[config.mk]
export PLATFORM = sky130hd
export DESIGN_NAME = fit_policy_block_allocator
export DESIGN_NICKNAME = d
export VERILOG_FILES = /design/src/rtl/fpba_pkg.sv /design/src/rtl/fpba_ram.sv /design/src/rtl/fpba_select.sv /design/src/rtl/fit_policy_block_allocator.sv
export SDC_FILE = /design/constraint.sdc
export NUM_CORES = 1
export LEC_CHECK = 0
export ABC_AREA = 1
export BUFFER_PORTS_ARGS = -buffer_cell sky130_fd_sc_hd__buf_2
export CAP_MARGIN = 20
export CORE_UTILIZATION = 39
export CTS_CLUSTER_DIAMETER = 120
export DETAILED_ROUTE_END_ITERATION = 12
export SYNTH_ARGS = -nofsm -noshare
export SYNTH_HDL_FRONTEND = slang
export SYNTH_HIERARCHICAL = 1
export SYNTH_SLANG_ARGS = --single-unit
[constraint.sdc]
create_clock -name clk -period 4 [get_ports clk]
set_clock_uncertainty 0.2 [all_clocks]
set_input_delay 0.4 -clock clk [delete_from_list [all_inputs] [get_ports clk]]
set_output_delay 0.4 -clock clk [all_outputs]
set_load 0.1 [all_outputs]
[src/rtl/fpba_pkg.sv]
// fpba_pkg: request and result types, fit policy codes, register indexes
// and sequencer states of the fit-policy block allocator
// no dependencies
package fpba_pkg;

	typedef enum logic [1:0] {
		POL_FIRST = 2'd0,
		POL_NEXT  = 2'd1,
		POL_BEST  = 2'd2,
		POL_WORST = 2'd3
	} policy_t;

	typedef enum logic {
		OP_LOAD  = 1'b0,
		OP_ALLOC = 1'b1
	} op_t;

	typedef enum logic {
		REG_FIT_POLICY    = 1'b0,
		REG_BLOCKS_IN_USE = 1'b1
	} reg_idx_t;

	localparam int unsigned CFG_DATA_W = 4;
	localparam int unsigned CFG_IDX_W  = 1;
	localparam logic [3:0]  BIU_RESET  = 4'd8;

	typedef enum logic [1:0] {
		ST_IDLE = 2'd0,
		ST_SCAN = 2'd1,
		ST_DONE = 2'd2
	} state_t;

	typedef struct packed {
		logic        opcode;
		logic [2:0]  block_index;
		logic [15:0] size;
	} req_t;

	typedef struct packed {
		logic        granted;
		logic [2:0]  chosen_block;
		logic [15:0] left_over;
	} res_t;

	// control from the sequencer to the candidate selector
	typedef struct packed {
		logic    clear;
		logic    vld;
		policy_t policy;
	} sel_ctl_t;

endpackage

[src/rtl/fpba_ram.sv]
// fpba_ram: generic single-write, single-read synchronous ram
// read data registered; no dependencies
module fpba_ram #(
	parameter int unsigned WIDTH = 16,
	parameter int unsigned DEPTH = 8
) (
	input  logic                                   clk,
	input  logic                                   we,
	input  logic [(DEPTH > 1 ? $clog2(DEPTH) : 1)-1:0] waddr,
	input  logic [WIDTH-1:0]                       wdata,
	input  logic                                   re,
	input  logic [(DEPTH > 1 ? $clog2(DEPTH) : 1)-1:0] raddr,
	output logic [WIDTH-1:0]                       rdata
);

	logic [WIDTH-1:0] mem [DEPTH];

	always_ff @(posedge clk) begin
		if (we) begin
			mem[waddr] <= wdata;
		end
		if (re) begin
			rdata <= mem[raddr];
		end
	end

endmodule

[src/rtl/fpba_select.sv]
// fpba_select: single comparator that checks one block capacity per cycle
// and keeps the best candidate so far; uses fpba_pkg
module fpba_select #(
	parameter int unsigned IDX_W     = 3,
	parameter int unsigned SIZE_BITS = 16
) (
	input  logic                  clk,
	input  logic                  arst_n,
	input  fpba_pkg::sel_ctl_t    ctl,
	input  logic [IDX_W-1:0]      idx,
	input  logic [SIZE_BITS-1:0]  cap,
	input  logic [SIZE_BITS-1:0]  size,
	output logic                  found,
	output logic [IDX_W-1:0]      pick,
	output logic [SIZE_BITS-1:0]  left
);
	import fpba_pkg::*;

	logic                 fits;
	logic [SIZE_BITS-1:0] cand_left;
	logic                 take;

	assign fits      = cap >= size;
	assign cand_left = cap - size;

	// first and next fit keep the first hit; best and worst keep improving
	always_comb begin
		take = 1'b0;
		if (ctl.vld && fits) begin
			if (!found) begin
				take = 1'b1;
			end else if (ctl.policy == POL_BEST && cand_left < left) begin
				take = 1'b1;
			end else if (ctl.policy == POL_WORST && cand_left > left) begin
				take = 1'b1;
			end
		end
	end

	always_ff @(posedge clk or negedge arst_n) begin
		if (!arst_n) begin
			found <= 1'b0;
		end else if (ctl.clear) begin
			found <= 1'b0;
		end else if (take) begin
			found <= 1'b1;
		end
	end

	always_ff @(posedge clk) begin
		if (take) begin
			pick <= idx;
			left <= cand_left;
		end
	end

endmodule

[src/rtl/fit_policy_block_allocator.sv]
// fit_policy_block_allocator: top level, request sequencer, capacity ram
// and result register; uses fpba_pkg, fpba_ram and fpba_select
//
//   channel   signals                          direction
//   in        in_valid, in_ready, in_data      request in (load or allocate)
//   out       out_valid, out_ready, out_data   one result per allocate
//   cfg       cfg_we, cfg_index, cfg_data      register write, no wait
//
// a load gives no result; it writes the capacity ram as it is taken
// an allocate reads the searched blocks into the comparator one after another; best or worst
// fit reads every one of them, first or next fit stops once a block fits; the result is then
// registered, and the next request is taken only after the result register has been loaded
// one ram read a cycle feeds the single comparator, then the chosen block is written back
// reset clears all capacities to zero through per-block valid bits, no sweep
// a waiting result stalls the done state: write-back, next result and next request wait
module fit_policy_block_allocator #(
	parameter int unsigned NUM_BLOCKS = 8,
	parameter int unsigned SIZE_BITS  = 16
) (
	input  logic                                clk,
	input  logic                                arst_n,
	input  logic                                in_valid,
	output logic                                in_ready,
	input  fpba_pkg::req_t                      in_data,
	output logic                                out_valid,
	input  logic                                out_ready,
	output fpba_pkg::res_t                      out_data,
	input  logic                                cfg_we,
	input  logic [fpba_pkg::CFG_IDX_W-1:0]      cfg_index,
	input  logic [fpba_pkg::CFG_DATA_W-1:0]     cfg_data
);
	import fpba_pkg::*;

	localparam int unsigned IDX_W = NUM_BLOCKS > 1 ? $clog2(NUM_BLOCKS) : 1;

	state_t               state_q, state_d;
	policy_t              policy_q;
	logic [3:0]           biu_q;
	logic [SIZE_BITS-1:0] size_q;
	logic [3:0]           n_q;
	logic [3:0]           issued_q;
	logic [3:0]           addr_q;
	logic [2:0]           ptr_q;
	logic [NUM_BLOCKS-1:0] vbit_q;
	logic                 vld_s1;
	logic [IDX_W-1:0]     idx_s1;
	logic                 out_valid_q;
	res_t                 out_data_q;

	logic                 accept, alloc_acc, load_ok;
	logic [3:0]           n_lim, start;
	logic                 early, issue, scan_done, out_free, done_fire;
	logic                 ram_we;
	logic [IDX_W-1:0]     ram_waddr;
	logic [SIZE_BITS-1:0] ram_wdata, ram_rdata, cap_s1;
	sel_ctl_t             sel_ctl;
	logic                 sel_found;
	logic [IDX_W-1:0]     sel_pick;
	logic [SIZE_BITS-1:0] sel_left;

	assign accept    = in_valid && in_ready;
	assign alloc_acc = accept && in_data.opcode == OP_ALLOC;
	assign load_ok   = accept && in_data.opcode == OP_LOAD
		&& 32'(in_data.block_index) < NUM_BLOCKS;

	assign n_lim = (32'(biu_q) > NUM_BLOCKS) ? 4'(NUM_BLOCKS) : biu_q;
	// next fit starts at the pointer unless it lies outside the blocks searched
	assign start = (policy_q == POL_NEXT && {1'b0, ptr_q} < n_lim) ? {1'b0, ptr_q} : 4'd0;

	assign early     = policy_q == POL_FIRST || policy_q == POL_NEXT;
	assign scan_done = (issued_q == n_q && !vld_s1) || (early && sel_found);
	assign out_free  = !out_valid_q || out_ready;

	// next state
	always_comb begin
		state_d = state_q;
		case (state_q)
			ST_IDLE: begin
				if (alloc_acc) begin
					state_d = (n_lim == 4'd0) ? ST_DONE : ST_SCAN;
				end
			end
			ST_SCAN: begin
				if (scan_done) begin
					state_d = ST_DONE;
				end
			end
			ST_DONE: begin
				if (out_free) begin
					state_d = ST_IDLE;
				end
			end
			default: state_d = ST_IDLE;
		endcase
	end

	// outputs of the sequencer
	always_comb begin
		in_ready  = 1'b0;
		issue     = 1'b0;
		done_fire = 1'b0;
		case (state_q)
			ST_IDLE: in_ready = 1'b1;
			ST_SCAN: issue = issued_q != n_q && !(early && sel_found);
			ST_DONE: done_fire = out_free;
			default: in_ready = 1'b0;
		endcase
	end

	always_comb begin
		ram_we    = load_ok || (done_fire && sel_found);
		ram_waddr = load_ok ? IDX_W'(in_data.block_index) : sel_pick;
		ram_wdata = load_ok ? SIZE_BITS'(in_data.size) : sel_left;
	end

	always_ff @(posedge clk or negedge arst_n) begin
		if (!arst_n) begin
			state_q     <= ST_IDLE;
			policy_q    <= POL_FIRST;
			biu_q       <= BIU_RESET;
			n_q         <= '0;
			issued_q    <= '0;
			addr_q      <= '0;
			ptr_q       <= '0;
			vbit_q      <= '0;
			vld_s1      <= 1'b0;
			out_valid_q <= 1'b0;
		end else begin
			state_q <= state_d;
			vld_s1  <= issue;
			if (cfg_we) begin
				case (cfg_index)
					REG_FIT_POLICY:    policy_q <= policy_t'(cfg_data[1:0]);
					REG_BLOCKS_IN_USE: biu_q <= cfg_data;
					default:           biu_q <= biu_q;
				endcase
			end
			if (alloc_acc) begin
				n_q      <= n_lim;
				issued_q <= '0;
				addr_q   <= start;
			end else if (issue) begin
				issued_q <= issued_q + 4'd1;
				// circular walk over the blocks searched
				addr_q   <= (addr_q + 4'd1 == n_q) ? 4'd0 : addr_q + 4'd1;
			end
			if (ram_we) begin
				vbit_q[ram_waddr] <= 1'b1;
			end
			if (done_fire && sel_found && policy_q == POL_NEXT) begin
				ptr_q <= 3'(sel_pick);
			end
			if (done_fire) begin
				out_valid_q <= 1'b1;
			end else if (out_ready) begin
				out_valid_q <= 1'b0;
			end
		end
	end

	always_ff @(posedge clk) begin
		if (alloc_acc) begin
			size_q <= SIZE_BITS'(in_data.size);
		end
		if (issue) begin
			idx_s1 <= IDX_W'(addr_q);
		end
		if (done_fire) begin
			out_data_q.granted      <= sel_found;
			out_data_q.chosen_block <= sel_found ? 3'(sel_pick) : 3'd0;
			out_data_q.left_over    <= sel_found ? 16'(sel_left) : 16'd0;
		end
	end

	fpba_ram #(
		.WIDTH (SIZE_BITS),
		.DEPTH (NUM_BLOCKS)
	) u_cap_ram (
		.clk   (clk),
		.we    (ram_we),
		.waddr (ram_waddr),
		.wdata (ram_wdata),
		.re    (issue),
		.raddr (IDX_W'(addr_q)),
		.rdata (ram_rdata)
	);

	// a block never loaded reads as zero capacity
	assign cap_s1 = vbit_q[idx_s1] ? ram_rdata : '0;

	assign sel_ctl.clear  = alloc_acc;
	assign sel_ctl.vld    = vld_s1;
	assign sel_ctl.policy = policy_q;

	fpba_select #(
		.IDX_W     (IDX_W),
		.SIZE_BITS (SIZE_BITS)
	) u_select (
		.clk    (clk),
		.arst_n (arst_n),
		.ctl    (sel_ctl),
		.idx    (idx_s1),
		.cap    (cap_s1),
		.size   (size_q),
		.found  (sel_found),
		.pick   (sel_pick),
		.left   (sel_left)
	);

	assign out_valid = out_valid_q;
	assign out_data  = out_data_q;

	a_refusal_zero: assert property (@(posedge clk) disable iff (!arst_n)
		out_valid_q && !out_data_q.granted
		|-> out_data_q.chosen_block == 3'd0 && out_data_q.left_over == 16'd0)
		else $error("refused request carries non-zero fields");

	a_scan_bound: assert property (@(posedge clk) disable iff (!arst_n)
		state_q == ST_SCAN |-> issued_q <= n_q && addr_q < n_q)
		else $error("scan ran past the blocks searched");

	a_pick_range: assert property (@(posedge clk) disable iff (!arst_n)
		state_q == ST_DONE && sel_found |-> 32'(sel_pick) < 32'(n_q))
		else $error("chosen block outside the blocks searched");

	a_load_silent: assert property (@(posedge clk) disable iff (!arst_n)
		accept && in_data.opcode == OP_LOAD |=> state_q == ST_IDLE && !done_fire)
		else $error("load request started a search");

	a_no_overwrite: assert property (@(posedge clk) disable iff (!arst_n)
		out_valid_q && !out_ready |=> $stable(out_data_q))
		else $error("pending result overwritten");

endmodule

; Yosys cells after proc, flatten, opt, wreduce, memory -nomap -nowiden
; Memory sizes are Yosys's and may differ from the RTL's. A register that Yosys moved wholly into a read port is not among the register bits.
; Cells that the tools add are included.
[op_classes]
n_addsub = 3
multipliers = 0
div_mod_pow = 0
n_lt_le_gt_ge = 8
n_eq_ne = 11
shifts = 0
muxes = 32
bitwise_logic = 3
reduce_logical = 29
[op_table]
columns = operator, n
row1 = 16-bit two-way mux, 2
row2 = 4-bit two-way mux, 6
row3 = 16-bit greater-or-equal comparator, 1
row4 = 16-bit greater-than comparator, 1
row5 = 16-bit less-than comparator, 1
row6 = 16-bit subtractor, 1
row7 = 1-bit two-way mux, 15
row8 = 1-bit logical AND, 13
row9 = 4-bit by 1-bit adder with 4-bit output (second input constant), 2
row10 = 4-bit equality test, 2
row11 = 3-bit by 4-bit less-than comparator with 1-bit output (second input constant), 2
row12 = 2-bit two-way mux, 4
row13 = 8-bit OR, 1
row14 = 2-bit equality test (second input constant), 3
row15 = 3-bit two-way mux, 2
row16 = 2-bit inequality test (second input constant), 3
row17 = 2-bit case mux with 3 select lines, 1
row18 = 2-bit nonzero test, 3
row19 = 2-bit by 1-bit equality test with 1-bit output (second input constant), 2
row20 = 4-bit greater-than comparator (second input constant), 1
row21 = 2-bit zero test, 2
row22 = 4-bit zero test, 1
row23 = 1-bit logical OR, 4
row24 = 3-bit by 4-bit less-than comparator with 1-bit output, 1
row25 = other kinds (8), 12
[word_totals]
register_bits = 92
latch_bits = 0
ramBits = 128
mem_bits_ro = 0
input_bits = 30
memories = 1
[mem_list]
columns = memory, depth, width, read_ports, rd_clocked_by_memory_dff, write_ports, line
row1 = u_cap_ram.mem, 8, 16, 1, 1, 1, fpba_ram.sv:16  ; logic [WIDTH-1:0] mem [DEPTH];

; Longest topological paths before layout
[logic_depth]
depth_word = 12
ltp_mapped = 26

; Cells and area by module
; The synthesis kept the hierarchy.
[modules_own_cells]
columns = module, instances, cells_each, area_each_um2, seq_area_each_um2
row1 = fpba_ram, 1, 587, 6149.6, 4324.1
row2 = fit_policy_block_allocator, 1, 364, 3503.4, 1998.2
row3 = fpba_select, 1, 244, 1918.1, 595.6

; Least setup slack after synthesis
; OpenSTA, ideal clock, no wires.
[synth_path]
kind = register to register
startpoint = reg idx_s1[0]
endpoint = reg u_select.left[0], enable pin
t_arrival_ns = 3.535
required_ns = 3.426
slack_ns = -0.109
path_stages_with_launch = 26
path_buffers = 0
synth_period_minus_slack_ns = 4.109
cell_sequence = edfxtp_1 > inv_1 > a21oi_1 > o21ai_0 > nand2_1 > o21ai_2 > nor2_1 > inv_1 > ha_1 > inv_1 > fa_1 > nand3_1 > nand2_1 > a21oi_2 > inv_1 > a31oi_1 > xnor2_1 > ha_1 > nand4_1 > nor3_1 > nand2_1 > nand2_1 > nand3_1 > nand3_1 > nand2_1 > inv_1
[synth_between]
elab_chain_len = 10
elab_cells_between_ends = 14
cone_classes = 1 x add/sub / 3 x order compare / 7 x mux / 3 x reduce/logical
[synth_lines]
columns = element, line
row1 = "start, declared", fit_policy_block_allocator.sv:46  ; logic [IDX_W-1:0] idx_s1;
row2 = "start signal, assigned", fit_policy_block_allocator.sv:166  ; idx_s1 <= IDX_W'(addr_q);
row3 = 1-bit binary-select mux with 3-bit select (*), fit_policy_block_allocator.sv:189  ; assign cap_s1 = vbit_q[idx_s1] ? ram_rdata : '0;
row4 = 1-bit two-way mux (implied by the code) (*), fit_policy_block_allocator.sv:189
row5 = 16-bit two-way mux (*), fit_policy_block_allocator.sv:189
row6 = via cap_s1[0], fit_policy_block_allocator.sv:55  ; logic [SIZE_BITS-1:0] ram_wdata, ram_rdata, cap_s1;
row7 = 16-bit subtractor (*), fpba_select.sv:24  ; assign cand_left = cap - size;
row8 = via u_select.cand_left[10], fpba_select.sv:20  ; logic [SIZE_BITS-1:0] cand_left;
row9 = 16-bit greater-than comparator, fpba_select.sv:34  ; end else if (ctl.policy == POL_WORST && cand_left > left) begin
row10 = 1-bit logical AND, fpba_select.sv:34
row11 = 1-bit two-way mux, fpba_select.sv:34
row12 = 1-bit two-way mux (*), fpba_select.sv:32  ; end else if (ctl.policy == POL_BEST && cand_left < left) begin
row13 = 1-bit two-way mux (*), fpba_select.sv:30  ; if (!found) begin
row14 = 1-bit two-way mux (*), fpba_select.sv:29  ; if (ctl.vld && fits) begin
row15 = via u_select.take, fpba_select.sv:21  ; logic take;
row16 = "end signal, assigned", fpba_select.sv:53  ; left <= cand_left;
row17 = "end, declared", fpba_select.sv:15  ; output logic [SIZE_BITS-1:0] left
; Mark *: on every way through the listed nets, which the timed path passes. The rest lies on a longest branch. The select of a mux whose other input is x is not followed.
; A chain may end at the register's enable or synchronous reset.

; Worst setup path after layout
[layout_path]
startpoint = reg idx_s1[0]
endpoint = reg u_select.left[4], enable pin
; Same word-level chain as after synthesis.

==> out/summary.txt <==
First DRT Iteration DRCs -> 468
Largest net degree at the start of global routing -> 72
FF-to-FF End -> u_select/left[4]
Clk root buf -> clkbuf_16
Clock tree buffer depth -> 3
Post-synthesis mux area share -> 1.98%
Largest area contributor in the netlist -> edfxtp_1
Fillcell total -> 2,590
Hold Vio Cnt, Final -> 0
Status -> finished with violations
GRT Overall Usage -> 17.6%
Arr. time, crit path -> 4240 ps
MaxCap Viol Count -> 0
Max Freq -> 241 MHz
Initial Util -> 40.0%
Crit Path Class -> flip-flop to flip-flop
Worst reg-to-reg setup slack -> -140 ps
Hold Crit Start -> cfg_we
Die height -> 174 um
CP endpoint kind -> flip-flop
Cells along the critical path -> a21oi_1, o21ai_0, nand3_1, o21ai_2, buf_6, buf_12, nor2_2, ha_4, a21oi_4, a21boi_2, nand2_1, a31oi_1, xnor2_1, ha_1, nand2_2, nor2_2, a21oi_2, nand2_2, nand3_2, nand3_2, nand2_2, clkinvlp_4, clkbuf_16
RSZ-0062 raised after global routing -> true
Synth Flop Type -> edfxtp_1
Sequential area share after synthesis -> 59.8%
Synth Area in Compound Gates -> 4.10%
Final WL -> 26,800 um
Clk slew on worst S/H paths -> 70 ps
Most common cell in the netlist -> nand2_1
Clock sink total -> 236
Initial antenna violation count -> 0
Slew HR -> 29.0%
Fin. max-slew vios -> 0
# rows -> 62
Critical R2R Launch -> idx_s1[0]
Diodes inserted -> 0
Post-synth ARST share -> 14.4%
Num CTS Buffers -> 25
Critical Path Most Common Cell -> nand2_2
Leak -> 6.70 nW
Synth Area in Adders -> 4.07%
Largest family of logic cells by synthesized area -> simple AND/OR/NAND/NOR gates
Simple-gate area share of the yosys netlist -> 18.2%
Router iterations before antenna repair -> 7
Total grt overflow -> 0
Drc violations -> 0
CP required -> 4100 ps
Synth Instances -> 1,195
Final Net Count -> 1,407
Post-DRT Antenna Nets -> 0
Routed len/inst -> 15.4 um
EDFF count, synth -> 202
PortBufs -> 51
Slowest cell on crit path -> edfxtp_1
Slew @ Worst Pin -> 1060 ps
Hold Crit Depth -> 3
TritonCTS clock tree -> yes
Post-synth top area share -> 52.4%
Syn_area_per_cell -> 9.68 um^2
Vias -> 8,175
Pre-CTS setup slack -> -216 ps
Clk_lat worst skew -> 530 ps
Critical path's largest stage delay -> 460 ps
DIE AREA -> 0.0304 mm^2
Share of layout cells above drive strength 1 -> 21.3%
DP HPWL -> 17,000 um
Period utilisation layout -> 104%
IO Count -> 52
Maximum VDD drop -> 0.430 mV
R2R cell count -> 23
Setup WS post-layout -> -143 ps
Xor/xnor share of the synthesized area -> 1.44%
Synthesized Nets -> 1,262
Area grow syn2layout -> 23.6%
Yosys reg bits -> 236
First-pass GRT wire length -> 41,900 um
Max FO, Critical Path -> 6
Final setup viols -> 19
GP Congestion -> 0.878
Die Wd -> 174 um
Hold Path Sink -> policy_q[1]
H-tree levels -> 1
Vias in the first global route -> 8,019
Synthesized cell area -> 0.0116 mm^2
Worst min path class -> input port to flip-flop
Final hold slack -> 14.1 ps
Violated checks -> setup timing
Power Dens Cells -> 869 mW/mm^2
Top post-synthesis cells by area -> edfxtp_1, nand2_1, inv_1, dfrtp_1, nand3_1
Synth top cells by count -> nand2_1, inv_1, edfxtp_1
Startpoint type of the worst setup path -> flip-flop
Final min period -> 4140 ps
Distinct cells, synth -> 39
Via density -> 4.69
Core area -> 0.0289 mm^2
Synth warn -> 6
through the flow:
| step | TNS [ps] | total power [W] | utilization, % | instances | cell area (um^2) |
|---|---|---|---|---|---|
| finish | -2490 | 0.0124 | 49.4 | 1743 | 14300 |
| CTS | -543 | 0.0116 | 47.9 | 1729 | 13900 |
| global route | -7720 | 0.0133 | 49.4 | 1743 | 14300 |
| detailed placement | -4010 | 0.00865 | 43.3 | 1654 | 12500 |
| floorplan | 0 | 0.00707 | - | 1195 | 11600 |
| global placement | -3130 | 0.00860 | 43.3 | 1654 | 12500 |
layout by cell type, fill, tap and decap left out, types with 14 or more instances in the layout:
master and instances:
a21oi_1 14, buf_4 66, nor2_1 34, dfrtp_1 32
buf_2 51, nand2_1 331, nand2_2 21, ha_1 22
nand3_1 90, dlygate4sd3_1 22, a21oi_2 14, inv_1 252
edfxtp_1 202, clkbuf_16 27, o21ai_0 18
power breakdown:
group | internal, W | leakage (nW) | switching [W]
sequential | 0.00339 | 2.24 | 0.000231
combinational | 0.00254 | 4.02 | 0.00378
clock | 0.00155 | 0.436 | 0.000939
total | 0.00748 | 6.70 | 0.00495
cells by family after synthesis:
group / count (synthesis)
flops: 236
compound gates: 81
mux: 17
simple gates: 511
xor+xnor: 19
buf+inv: 294
fa+ha+maj: 37
how the worst max path moves through the flow:
stage                     startpoint               end  slack [ps]  cells after the start
after global routing       idx_s1[0]  u_select/left[4]        -410                     23
after global placement     idx_s1[0]  u_select/pick[0]        -170                     25
after detailed placement   idx_s1[0]  u_select/pick[0]        -220                     24
after floorplan            idx_s1[0]  u_select/left[0]          10                     24
after CTS                  idx_s1[0]  u_select/pick[2]         -50                     24
final                      idx_s1[0]  u_select/left[4]        -140                     23
worst max-delay path, delay by kind of cell, from the launching register on:
kind	cells	cell delay (ps)
buffers and inverters	4	630
XOR/XNOR	1	190
AO/OA/AOI/OAI	7	1140
adder cells (fa/ha/maj)	2	520
AND/OR/NAND/NOR	9	770
flip-flops	1	460
registers in the layout, indices dropped and copies added, names as in the netlist:
| name | cells |
|---|---|
| u_cap_ram/mem | 128 |
| out_data | 20 |
| size_q | 16 |
| u_cap_ram/rdata | 16 |
| u_select/left | 16 |
| vbit_q | 8 |
| addr_q | 4 |
| biu_q | 4 |
| issued_q | 4 |
| n_q | 4 |
| idx_s1 | 3 |
| ptr_q | 3 |
| u_select/pick | 3 |
| policy_q | 2 |
| state_q | 2 |
| out_valid | 1 |
| u_select/found | 1 |
| vld_s1 | 1 |
repair_timing:
action / CTS / global route
resized for setup: 40 / 64
gates cloned: 0 / 2
hold buffers: 22 / 0
buffers inserted: 7 / 12
hold endpoints to repair: 56 / 0
pin swaps: 16 / 26
setup endpoints to repair: 19 / 19
metal layers:
metal  up-vias  part of all wire (%)  routed length, um  track usage [%]
met5         -                     0                  0                0
met4         0                   2.6                694             4.68
met3        46                   3.9               1030             2.01
met2       155                    47              12500             29.5
met1      3897                    47              12500             24.1
li1       4077                     -                  -                -
cell type report:
type | count | area (um^2) | share of cell area [%]
flip-flops and latches | 236 | 6920 | 48.4
clock buffers | 31 | 658 | 4.60
multi-input cells | 665 | 3910 | 27.3
inverters | 265 | 998 | 6.98
well taps | 384 | 480 | 3.36
repair buffers | 147 | 1110 | 7.79
clock inverters | 15 | 230 | 1.61
No activity file was read; power rests on OpenSTA's default activity.
